==> src/rtl/fibonacci_mod_matrix_power_unit_defines.svh <==
// ----------------------------------------------------------------------------
// Fibonacci mod matrix power unit: assertion macros
// Clocked implication checks shared by the unit's assertion section.
// ----------------------------------------------------------------------------
`ifndef FIBONACCI_MOD_MATRIX_POWER_UNIT_DEFINES_SVH
`define FIBONACCI_MOD_MATRIX_POWER_UNIT_DEFINES_SVH

// same-cycle implication
`define FMMP_ASSERT_NOW(label, clk, rst, ante, cons, msg) \
   label: assert property (@(posedge clk) disable iff (rst) (ante) |-> (cons)) \
      else $error(msg);

// next-cycle implication
`define FMMP_ASSERT_NEXT(label, clk, rst, ante, cons, msg) \
   label: assert property (@(posedge clk) disable iff (rst) (ante) |=> (cons)) \
      else $error(msg);

`endif

==> src/rtl/fmmp_pkg.sv <==
// ----------------------------------------------------------------------------
// Fibonacci mod matrix power unit: package
// Sequencer state codes, matrix product modes and reset constants.
// ----------------------------------------------------------------------------
package fmmp_pkg;

   typedef logic [2:0] state_type;

   localparam state_type ST_IDLE   = 3'd0;
   localparam state_type ST_STEP   = 3'd1;
   localparam state_type ST_LOAD   = 3'd2;
   localparam state_type ST_MUL    = 3'd3;
   localparam state_type ST_ACCUM  = 3'd4;
   localparam state_type ST_COMMIT = 3'd5;
   localparam state_type ST_REDUCE = 3'd6;
   localparam state_type ST_FINISH = 3'd7;

   typedef logic mode_type;

   localparam mode_type MODE_MUL    = 1'b0;  // result = result * base
   localparam mode_type MODE_SQUARE = 1'b1;  // base = base * base

   localparam logic [31:0] MODULUS_RESET = 32'd1000000007;

endpackage

==> src/rtl/fibonacci_mod_matrix_power_unit.sv <==
// ----------------------------------------------------------------------------
// Fibonacci mod matrix power unit
// Returns F(n) mod m by 2x2 matrix square-and-multiply on one serial
// modular multiplier.
// ----------------------------------------------------------------------------
// One index word in, one fib_value word out. The index is taken only while
// the sequencer is idle; a finished word may still wait on rsp_ready. All
// work runs on one shift-add modular multiplier that retires one multiplier
// bit per cycle, and one 2x2 matrix product is eight modular products.
// An index n >= 3 needs one matrix product per bit of n-1 (squaring) plus
// one per set bit (multiply), minus the final squaring, i.e. up to about
// 2 * INDEX_BITS matrix products. Indices 1 and 2, modulus 0 and index 0
// skip the matrix products. The user must write the modulus register
// through the csr port only while idle; the block itself does not enforce
// this.
// ----------------------------------------------------------------------------
module fibonacci_mod_matrix_power_unit #(
   parameter int INDEX_BITS = 63,
   parameter int MOD_BITS   = 31
) (
   input  logic                  clock,
   input  logic                  reset,
   input  logic                  req_valid,
   output logic                  req_ready,
   input  logic [INDEX_BITS-1:0] req_index,
   output logic                  rsp_valid,
   input  logic                  rsp_ready,
   output logic [MOD_BITS-1:0]   rsp_fib_value,
   input  logic                  csr_valid,
   output logic                  csr_ready,
   input  logic [MOD_BITS-1:0]   csr_modulus
);

   import fmmp_pkg::*;

`include "fibonacci_mod_matrix_power_unit_defines.svh"

   localparam int CNT_BITS = $clog2(MOD_BITS);
   localparam logic [CNT_BITS-1:0] CNT_LAST = CNT_BITS'(MOD_BITS - 1);

   state_type             state_ff, state_in;
   mode_type              mode_ff, mode_in;
   logic                  sq_ff, sq_in;        // multiply already done for this bit
   logic [1:0]            entry_ff, entry_in;
   logic                  term_ff, term_in;
   logic [CNT_BITS-1:0]   cnt_ff, cnt_in;
   logic [INDEX_BITS-1:0] exp_ff, exp_in;
   logic [MOD_BITS-1:0]   modulus_ff, modulus_in;
   logic [MOD_BITS-1:0]   acc_ff, acc_in;
   logic [MOD_BITS-1:0]   sum_ff, sum_in;
   logic [MOD_BITS-1:0]   mcand_ff, mcand_in;
   logic [MOD_BITS-1:0]   mplier_ff, mplier_in;
   logic [MOD_BITS-1:0]   r0_ff, r1_ff, r2_ff, r3_ff;
   logic [MOD_BITS-1:0]   r0_in, r1_in, r2_in, r3_in;
   logic [MOD_BITS-1:0]   b0_ff, b1_ff, b2_ff, b3_ff;
   logic [MOD_BITS-1:0]   b0_in, b1_in, b2_in, b3_in;
   logic [MOD_BITS-1:0]   t0_ff, t1_ff, t2_ff, t3_ff;
   logic [MOD_BITS-1:0]   t0_in, t1_in, t2_in, t3_in;
   logic                  rsp_valid_ff, rsp_valid_in;
   logic [MOD_BITS-1:0]   result_ff, result_in;

   logic [MOD_BITS-1:0]   one_m;
   logic [1:0]            idx_x, idx_y;
   logic [MOD_BITS-1:0]   x_r, x_b, y_b, x_sel;
   logic [MOD_BITS:0]     mod_ext;
   logic [MOD_BITS:0]     dbl, dbl_red, mac, mac_red;
   logic [MOD_BITS-1:0]   add_a, add_b;
   logic [MOD_BITS:0]     add_s, add_red;

   assign req_ready     = (state_ff == ST_IDLE);
   assign csr_ready     = 1'b1;
   assign rsp_valid     = rsp_valid_ff;
   assign rsp_fib_value = result_ff;

   assign one_m   = (modulus_ff == MOD_BITS'(1)) ? '0 : MOD_BITS'(1);
   assign mod_ext = {1'b0, modulus_ff};

   // operand select: X[row, term] * Y[term, col]
   assign idx_x = {entry_ff[1], term_ff};
   assign idx_y = {term_ff, entry_ff[0]};

   always_comb begin
      case (idx_x)
         2'd0:    begin x_r = r0_ff; x_b = b0_ff; end
         2'd1:    begin x_r = r1_ff; x_b = b1_ff; end
         2'd2:    begin x_r = r2_ff; x_b = b2_ff; end
         default: begin x_r = r3_ff; x_b = b3_ff; end
      endcase
      case (idx_y)
         2'd0:    y_b = b0_ff;
         2'd1:    y_b = b1_ff;
         2'd2:    y_b = b2_ff;
         default: y_b = b3_ff;
      endcase
      x_sel = (mode_ff == MODE_MUL) ? x_r : x_b;
   end

   // serial multiplier step: acc = (2 * acc + bit * mcand) mod m
   always_comb begin
      dbl     = {acc_ff, 1'b0};
      dbl_red = (dbl >= mod_ext) ? dbl - mod_ext : dbl;
      mac     = {1'b0, dbl_red[MOD_BITS-1:0]}
              + (mplier_ff[MOD_BITS-1] ? {1'b0, mcand_ff} : '0);
      mac_red = (mac >= mod_ext) ? mac - mod_ext : mac;
   end

   // shared modular adder
   always_comb begin
      if (state_ff == ST_REDUCE) begin
         add_a = r2_ff;
         add_b = r3_ff;
      end else begin
         add_a = sum_ff;
         add_b = acc_ff;
      end
      add_s   = {1'b0, add_a} + {1'b0, add_b};
      add_red = (add_s >= mod_ext) ? add_s - mod_ext : add_s;
   end

   always_comb begin
      state_in     = state_ff;
      mode_in      = mode_ff;
      sq_in        = sq_ff;
      entry_in     = entry_ff;
      term_in      = term_ff;
      cnt_in       = cnt_ff;
      exp_in       = exp_ff;
      modulus_in   = modulus_ff;
      acc_in       = acc_ff;
      sum_in       = sum_ff;
      mcand_in     = mcand_ff;
      mplier_in    = mplier_ff;
      r0_in = r0_ff; r1_in = r1_ff; r2_in = r2_ff; r3_in = r3_ff;
      b0_in = b0_ff; b1_in = b1_ff; b2_in = b2_ff; b3_in = b3_ff;
      t0_in = t0_ff; t1_in = t1_ff; t2_in = t2_ff; t3_in = t3_ff;
      rsp_valid_in = rsp_valid_ff;
      result_in    = result_ff;

      if (rsp_valid_ff && rsp_ready) begin
         rsp_valid_in = 1'b0;
      end
      if (csr_valid) begin
         modulus_in = csr_modulus;
      end

      case (state_ff)
         ST_IDLE: begin
            if (req_valid) begin
               if (modulus_ff == '0 || req_index == '0) begin
                  sum_in   = '0;
                  state_in = ST_FINISH;
               end else if (req_index < INDEX_BITS'(3)) begin
                  sum_in   = one_m;
                  state_in = ST_FINISH;
               end else begin
                  r0_in    = one_m;
                  r1_in    = '0;
                  r2_in    = '0;
                  r3_in    = one_m;
                  b0_in    = one_m;
                  b1_in    = one_m;
                  b2_in    = one_m;
                  b3_in    = '0;
                  exp_in   = req_index - INDEX_BITS'(1);
                  sq_in    = 1'b0;
                  state_in = ST_STEP;
               end
            end
         end
         ST_STEP: begin
            entry_in = '0;
            term_in  = 1'b0;
            sum_in   = '0;
            if (exp_ff == '0) begin
               state_in = ST_REDUCE;
            end else if (exp_ff[0] && !sq_ff) begin
               mode_in  = MODE_MUL;
               state_in = ST_LOAD;
            end else if (exp_ff == INDEX_BITS'(1)) begin
               // last bit: the square would never be used
               exp_in = '0;
               sq_in  = 1'b0;
            end else begin
               mode_in  = MODE_SQUARE;
               state_in = ST_LOAD;
            end
         end
         ST_LOAD: begin
            mcand_in  = x_sel;
            mplier_in = y_b;
            acc_in    = '0;
            cnt_in    = CNT_LAST;
            state_in  = ST_MUL;
         end
         ST_MUL: begin
            acc_in    = mac_red[MOD_BITS-1:0];
            mplier_in = {mplier_ff[MOD_BITS-2:0], 1'b0};
            if (cnt_ff == '0) begin
               state_in = ST_ACCUM;
            end else begin
               cnt_in = cnt_ff - CNT_BITS'(1);
            end
         end
         ST_ACCUM: begin
            if (!term_ff) begin
               sum_in   = add_red[MOD_BITS-1:0];
               term_in  = 1'b1;
               state_in = ST_LOAD;
            end else begin
               case (entry_ff)
                  2'd0:    t0_in = add_red[MOD_BITS-1:0];
                  2'd1:    t1_in = add_red[MOD_BITS-1:0];
                  2'd2:    t2_in = add_red[MOD_BITS-1:0];
                  default: t3_in = add_red[MOD_BITS-1:0];
               endcase
               sum_in  = '0;
               term_in = 1'b0;
               if (entry_ff == 2'd3) begin
                  state_in = ST_COMMIT;
               end else begin
                  entry_in = entry_ff + 2'd1;
                  state_in = ST_LOAD;
               end
            end
         end
         ST_COMMIT: begin
            if (mode_ff == MODE_MUL) begin
               r0_in = t0_ff; r1_in = t1_ff; r2_in = t2_ff; r3_in = t3_ff;
               sq_in = 1'b1;
            end else begin
               b0_in  = t0_ff; b1_in = t1_ff; b2_in = t2_ff; b3_in = t3_ff;
               exp_in = exp_ff >> 1;
               sq_in  = 1'b0;
            end
            state_in = ST_STEP;
         end
         ST_REDUCE: begin
            // second row applied to (1,1)
            sum_in   = add_red[MOD_BITS-1:0];
            state_in = ST_FINISH;
         end
         ST_FINISH: begin
            if (!rsp_valid_ff || rsp_ready) begin
               result_in    = sum_ff;
               rsp_valid_in = 1'b1;
               state_in     = ST_IDLE;
            end
         end
         default: begin
            state_in = ST_IDLE;
         end
      endcase
   end

   always_ff @(posedge clock) begin
      if (reset) begin
         state_ff     <= ST_IDLE;
         rsp_valid_ff <= 1'b0;
         modulus_ff   <= MOD_BITS'(MODULUS_RESET);
      end else begin
         state_ff     <= state_in;
         rsp_valid_ff <= rsp_valid_in;
         modulus_ff   <= modulus_in;
      end
   end

   always_ff @(posedge clock) begin
      mode_ff   <= mode_in;
      sq_ff     <= sq_in;
      entry_ff  <= entry_in;
      term_ff   <= term_in;
      cnt_ff    <= cnt_in;
      exp_ff    <= exp_in;
      acc_ff    <= acc_in;
      sum_ff    <= sum_in;
      mcand_ff  <= mcand_in;
      mplier_ff <= mplier_in;
      r0_ff <= r0_in; r1_ff <= r1_in; r2_ff <= r2_in; r3_ff <= r3_in;
      b0_ff <= b0_in; b1_ff <= b1_in; b2_ff <= b2_in; b3_ff <= b3_in;
      t0_ff <= t0_in; t1_ff <= t1_in; t2_ff <= t2_in; t3_ff <= t3_in;
      result_ff <= result_in;
   end

   `FMMP_ASSERT_NOW(a_result_below_mod, clock, reset, rsp_valid_ff, (result_ff < modulus_ff) || (modulus_ff == '0), "fib_value not reduced")
   `FMMP_ASSERT_NOW(a_acc_below_mod, clock, reset, state_ff == ST_MUL, acc_ff < modulus_ff, "multiplier accumulator not reduced")
   `FMMP_ASSERT_NEXT(a_mul_runs, clock, reset, (state_ff == ST_MUL) && (cnt_ff != '0), state_ff == ST_MUL, "multiplier left early")
   `FMMP_ASSERT_NEXT(a_exp_shift, clock, reset, (state_ff == ST_COMMIT) && (mode_ff == MODE_SQUARE), exp_ff == ($past(exp_ff) >> 1), "exponent not shifted after square")

endmodule
==> config.mk <==
export PLATFORM = sky130hd
export DESIGN_NAME = fibonacci_mod_matrix_power_unit
export DESIGN_NICKNAME = d
export VERILOG_FILES = /design/src/rtl/fmmp_pkg.sv /design/src/rtl/fibonacci_mod_matrix_power_unit.sv
export VERILOG_INCLUDE_DIRS = /design/src /design/src/rtl
export SDC_FILE = /design/constraint.sdc
export NUM_CORES = 1
export LEC_CHECK = 0
export ABC_AREA = 1
export BUFFER_PORTS_ARGS = -buffer_cell sky130_fd_sc_hd__buf_2
export CORE_ASPECT_RATIO = 1.25
export CORE_MARGIN = 10
export CORE_UTILIZATION = 50
export DETAILED_ROUTE_END_ITERATION = 8
export PLACE_DENSITY = 0.66
export SLEW_MARGIN = 5
export SYNTH_ARGS = -nofsm -noshare
export SYNTH_HDL_FRONTEND = slang
export SYNTH_SLANG_ARGS = --single-unit
==> constraint.sdc <==
create_clock -name clock -period 30.6 [get_ports clock]
set_input_delay 3.06 -clock clock [delete_from_list [all_inputs] [get_ports clock]]
set_output_delay 3.06 -clock clock [all_outputs]
set_load 0.01 [all_outputs]
# Yosys cells after proc, flatten, opt, wreduce, memory -nomap -nowiden
# Index checks and enable logic that the tools add are counted.
# totals
ff_bits	635
latchBits	0
mem_bits_rw	0
romBits	0
in_bits	99
output_inout_bits	34
wordCells	184
mem_count	0
# classes
n_addsub	8
multipliers	0
div	0
order_cmp	4
n_eq_ne	32
n_shift	0
mux	78
n_bitwise	2
reduce_logical	34
# ops
op	count
31-bit 2-to-1 mux	25
31-bit case mux with 2 select lines	10
63-bit 2-to-1 mux	7
31-bit case mux with 3 select lines	3
63-bit case mux with 3 select lines	1
63-bit logical NOT	2
31-bit case mux with 4 select lines	1
32-bit by 31-bit greater-or-equal comparator with 1-bit output	3
31-bit subtractor	3
31-bit by 31-bit adder with 32-bit output	2
63-bit by 1-bit equality test with 1-bit output (second input constant)	1
63-bit by 2-bit less-than comparator with 1-bit output (second input constant)	1
63-bit by 1-bit subtractor with 63-bit output (second input constant)	1
31-bit by 1-bit equality test with 1-bit output (second input constant)	1
31-bit logical NOT	1
3-bit 2-to-1 mux	10
2-bit != test (second input constant)	14
3-bit case mux with 8 select lines	1
3-bit AND reduction	7
1-bit 2-to-1 mux	13
3-bit equality test (second input constant)	4
5-bit case mux with 2 select lines	1
5-bit AND reduction	2
2-bit equality test (second input constant)	4
other kinds (27)	40

# Logic depth before layout (Yosys ltp)
# depth
word_depth	7
mapped_depth	43
ltp_nobuf	40

# Worst setup path after synthesis
# No wires, ideal clock.
# synth_path
kind	input -> register
start	in req_index[0]
end	reg r0_ff[0] (enable)
setup_time_ns	0.791
arrival_time_ns	13.029
t_required_ns	29.809
setup_slack_ns	16.780
stages	11
n_path_buf	0
cell_sequence	inv_1 ha_1 nand2_1 nor2_2 nand4_1 nor3_2 nand2_1 nand2_1 nand2_1 nand2_1 a211oi_1
# synth_between
elab_chain_len	4
word_cells_on_any_way	6
classes_between	order compare: 1; eq/ne: 2; reduce/logical: 3
# synth_lines
element	line_no	rtl
start: declaration	fibonacci_mod_matrix_power_unit.sv:25	input logic [INDEX_BITS-1:0] req_index,
parallel branches: the longest is 3 deep, another holds 63-bit by 2-bit less-than comparator with 1-bit output	-	
5-bit AND reduction (no line) (*)	-	
end signal: assignment	fibonacci_mod_matrix_power_unit.sv:278	r0_ff <= r0_in; r1_ff <= r1_in; r2_ff <= r2_in; r3_ff <= r3_in;
end: declaration	fibonacci_mod_matrix_power_unit.sv:53	logic [MOD_BITS-1:0] r0_ff, r1_ff, r2_ff, r3_ff;
# Every way passes the cells marked *.
# A chain may end at the register's enable or synchronous reset.

# Worst setup path after layout
# layout_path
start	reg modulus_ff[0]
end	reg acc_ff[0], data pin
# layout_between
elab_chain_len	6
word_cells_on_any_way	8
classes_between	add/sub: 3; order compare: 2; mux: 3
# layout_lines
element	line_no	rtl
start: declaration	fibonacci_mod_matrix_power_unit.sv:48	logic [MOD_BITS-1:0] modulus_ff, modulus_in;
start signal: assignment	fibonacci_mod_matrix_power_unit.sv:259	modulus_ff <= MOD_BITS'(MODULUS_RESET);
start signal: assignment	fibonacci_mod_matrix_power_unit.sv:263	modulus_ff <= modulus_in;
31-bit subtractor / 32-bit by 31-bit greater-or-equal comparator with 1-bit output (equally long branches)	fibonacci_mod_matrix_power_unit.sv:101	dbl_red = (dbl >= mod_ext) ? dbl - mod_ext : dbl;
31-bit 2-to-1 mux	fibonacci_mod_matrix_power_unit.sv:101	
31-bit by 31-bit adder with 32-bit output	fibonacci_mod_matrix_power_unit.sv:103	+ (mplier_ff[MOD_BITS-1] ? {1'b0, mcand_ff} : '0);
31-bit subtractor / 32-bit by 31-bit greater-or-equal comparator with 1-bit output (equally long branches)	fibonacci_mod_matrix_power_unit.sv:104	mac_red = (mac >= mod_ext) ? mac - mod_ext : mac;
31-bit 2-to-1 mux (*)	fibonacci_mod_matrix_power_unit.sv:104	
31-bit case mux with 2 select lines (*)	fibonacci_mod_matrix_power_unit.sv:146	case (state_ff)
end signal: assignment	fibonacci_mod_matrix_power_unit.sv:274	acc_ff <= acc_in;
end: declaration	fibonacci_mod_matrix_power_unit.sv:49	logic [MOD_BITS-1:0] acc_ff, acc_in;
# Every way passes the cells marked *; elsewhere a longest branch is shown, timed or not.

==> results.txt <==
* Share of cells above drive strength 1: a little over 8%
- The number of antenna violations at the first check in global routing is 2.
- By area the synthesized netlist is led by sky130_fd_sc_hd__edfxtp_1, sky130_fd_sc_hd__nand2_1, sky130_fd_sc_hd__inv_1, sky130_fd_sc_hd__nor2_1, sky130_fd_sc_hd__ha_1.
* Flop2flop setup slack: around 22000 ps
- Max-slew violation count: 0
* TritonCTS clock tree: built
- Max-capacitance violation count: 0
- Total routing usage reported by global routing: a little under a third
* Number of filler instances in the final layout: between 7000 and 8000
* Drt first-iter violations: 3412
* Vias in the first global route: around 34000
- Ys async rst share: 0%
- STA puts the critical path data arrival time at roughly 8600 ps.
- Yosys printed 0 warnings.
* Type of the worst min-delay path: reg2reg
* Boundary Pins: around 130
* Post-CTS Setup Inserts: 0
- Capturing element type of the critical path: flop
- Number of endpoints failing setup at the final stage: 0
- In this design, the critical path's most frequently occurring cell is sky130_fd_sc_hd__nand2_1.
* First-pass iteration count of the detailed router: 6
- The H-tree was split into 3 levels.
* Cell Rows: around 110
* Number of buffers between clock root and the deepest sink: 3
- Maximum net fanout on the critical path: between 60 and 70
* Sequential cell area fraction in the yosys report: between 40% and 50%
- Input and output buffers added on the ports amount to 131.
- The share of synthesized area in the top cell type comes to between 40% and 50%.
- Clock-pin slew reported for the worst setup and hold paths after clock tree synthesis: roughly 60 ps
- The clock reaches the later pin of the worst-skew pair after around 650 ps.
- Leaving out fill and tap cells, the most frequent cells in the layout are sky130_fd_sc_hd__nand2_1, sky130_fd_sc_hd__inv_1, sky130_fd_sc_hd__edfxtp_1.
- After synthesis, the netlist uses 66 different library cells.
- Setup skew after layout: 20.78 ps
- Number of nets in the layout: 5165
- The synthesized design spends more area on one cell type than any other, namely sky130_fd_sc_hd__edfxtp_1.
- Post-detailed-route wirelength per cell: around 25 µm
- Average vias per placed instance: 5.764
- In this run the worst setup path begins at modulus_ff[0].
- After routing, the total negative slack on setup checks comes to 0 ps.
- Syn_area_per_cell: about 8 µm²
* Leading cell type in the layout, fill and taps excluded: sky130_fd_sc_hd__nand2_1
- Post-route clock period utilization: a little over a quarter
* Final estimated routing congestion in global placement: 1.036
* Final critical path time including I/O delays and setup: just over 8000 ps
* Hold Startpoint: sum_ff[17]
- The startpoint identified for the worst register-to-register timing path is modulus_ff[0].
- Core region area: 77450 µm²
- Clk root buf: sky130_fd_sc_hd__clkbuf_16
* Vias after detailed routing: 34560
- Post-synthesis instance area: 39150 µm²
- After clock tree synthesis, the repair step resized 0 gates.
* Residual overflow from global routing: 0
- Setup repair after global routing left no endpoint under its margin.
* First-pass GRT wire length: ~210000 µm
- The HPWL after detailed placement is around 110000 µm.
- FF+latch count, synth: 635
- Final ANT Viol Nets: 0
- Worst Path Required: slightly above 30000 ps
* Setup CP Type: reg2reg
- Delay of the slowest cell on the worst path: 720 ps
* Main synth FF type: sky130_fd_sc_hd__edfxtp_1
- Maximum number of pins on one net before global-route repair: just over 90
* Crit-path slowest cell: sky130_fd_sc_hd__nand3_2
* TritonCTS Buffers: 68
- Clock sinks: ~640
- Vert. Die Dim: 332.8 µm
* DRC violation count after routing: 0
- Transition at the pin with the smallest max-transition slack: between 1000 and 1500 ps
* Die Footprint: between 80000 and 90000 µm²
* Die width: 270.3 µm
* Final Hold Viols: 0
- CTS Hold Buffers Added: 0
* Starting density of the core: approximately 50%
- Post-synth EDFFs: 600
- The number of nets handed over by synthesis was ~5000.
- The final layout contains routed wiring with a total length of ~150000 µm.
- Timing would allow up to roughly 0.12 GHz.
- The run finished with clean final reports.
- Synthesis produced about 4800 cells.
- CP Launch Type: flop
* Antenna diode count: 0
* Synthesis-to-finish area growth: 10.33%
- Measured against its own limit, the worst slew margin works out to around 28%.
-- Yosys cell counts (15+ instances only) --
cell                       number
sky130_fd_sc_hd__nand2_1     1195
sky130_fd_sc_hd__inv_1        705
sky130_fd_sc_hd__edfxtp_1     600
sky130_fd_sc_hd__nor2_1       575
sky130_fd_sc_hd__a21oi_1      254
sky130_fd_sc_hd__o21ai_0      245
sky130_fd_sc_hd__nand3_1      208
sky130_fd_sc_hd__ha_1         161
sky130_fd_sc_hd__clkbuf_1      96
sky130_fd_sc_hd__xor2_1        83
sky130_fd_sc_hd__nor3_1        53
sky130_fd_sc_hd__nand4_1       49
sky130_fd_sc_hd__a221oi_1      48
sky130_fd_sc_hd__o21ai_1       38
sky130_fd_sc_hd__o22ai_1       38
sky130_fd_sc_hd__xnor2_1       38
sky130_fd_sc_hd__dfxtp_1       35
sky130_fd_sc_hd__nand2_2       33
sky130_fd_sc_hd__nand3b_1      29
sky130_fd_sc_hd__o21bai_1      29
sky130_fd_sc_hd__nor4_1        23
sky130_fd_sc_hd__buf_2         21
sky130_fd_sc_hd__inv_2         20
sky130_fd_sc_hd__a31oi_1       17
sky130_fd_sc_hd__a21o_1        16
sky130_fd_sc_hd__nor2_2        15
-- layer usage --
layer	up-vias	global-route usage (%)	part of all wire, %
met5	-	0	0.0088
met2	1621	55.65	48
met3	462	4.997	7.6
met4	2	22.04	7.9
li1	16190	-	-
met1	16280	35.66	36
-- state kept, by name, indices dropped and copies added, names as in the netlist, 3 cells and up --
name and count:
sum_ff 31, t3_ff 31, acc_ff 31, modulus_ff 31, cnt_ff 5, t0_ff 31, r3_ff 31, b0_ff 31
mcand_ff 31, r0_ff 31, state_ff 3, r1_ff 31, mplier_ff 31, b2_ff 31, b1_ff 31, rsp_fib_value 31
b3_ff 31, r2_ff 31, t1_ff 31, t2_ff 31, exp_ff 63
-- through the flow --
stage                     cell area [µm²]  hold slack [ps]  setup slack, ps  std cells  utilization, %
after floorplan                     39150            418.3            16780       4788               -
after global placement              40970            434.0            22550       5874           52.90
after detailed placement            40970            432.6            22600       5874           52.90
after CTS                           43190            449.7            22600       5996           55.77
after global routing                43190            472.9            21960       5996           55.77
final                               43190            453.5            22420       5996           55.77
-- worst max-delay path: cells and delay by family (launching register included) --
family	cells	cell delay, ps
AND/OR/NAND/NOR	20	3570
adder cells (fa/ha/maj)	3	1390
buffers and inverters	5	1040
AO/OA/AOI/OAI	4	840
flip-flops	1	520
XOR/XNOR	1	480
-- logic make-up (layout without fill, tap and decap cells) --
kind of cell | Yosys count | count (layout) | share of synthesized area (%)
simple gates | 2220 | 2220 | 23.69
buf+inv | 867 | 1031 | 8.645
fa+ha+maj | 166 | 166 | 5.401
compound gates | 771 | 771 | 11.56
other cells | 1 | 1 | 0.009579
xor+xnor | 121 | 121 | 2.707
mux | 7 | 7 | 0.1790
flops | 635 | 635 | 47.81
-- area by class of cell --
cell class	instances	area [µm²]	share of cell area (%)
multi-input cells	3286	17180	39.77
inverters	728	2738	6.338
well taps	1044	1306	3.024
repair buffers	181	1031	2.387
clock buffers	80	1789	4.143
flip-flops and latches	635	18720	43.34
clock inverters	42	432.9	1.002
-- path summary, 6_finish.rpt --
kind / cells past startpoint / end
max: 33 / acc_ff[0]
min: 0 / rsp_fib_value[17]
max reg2reg: 33 / acc_ff[0]
min reg2reg: 0 / rsp_fib_value[17]
Power is not shown: default switching activity piles up to over one toggle a cycle in this logic, so the estimate is an artifact.
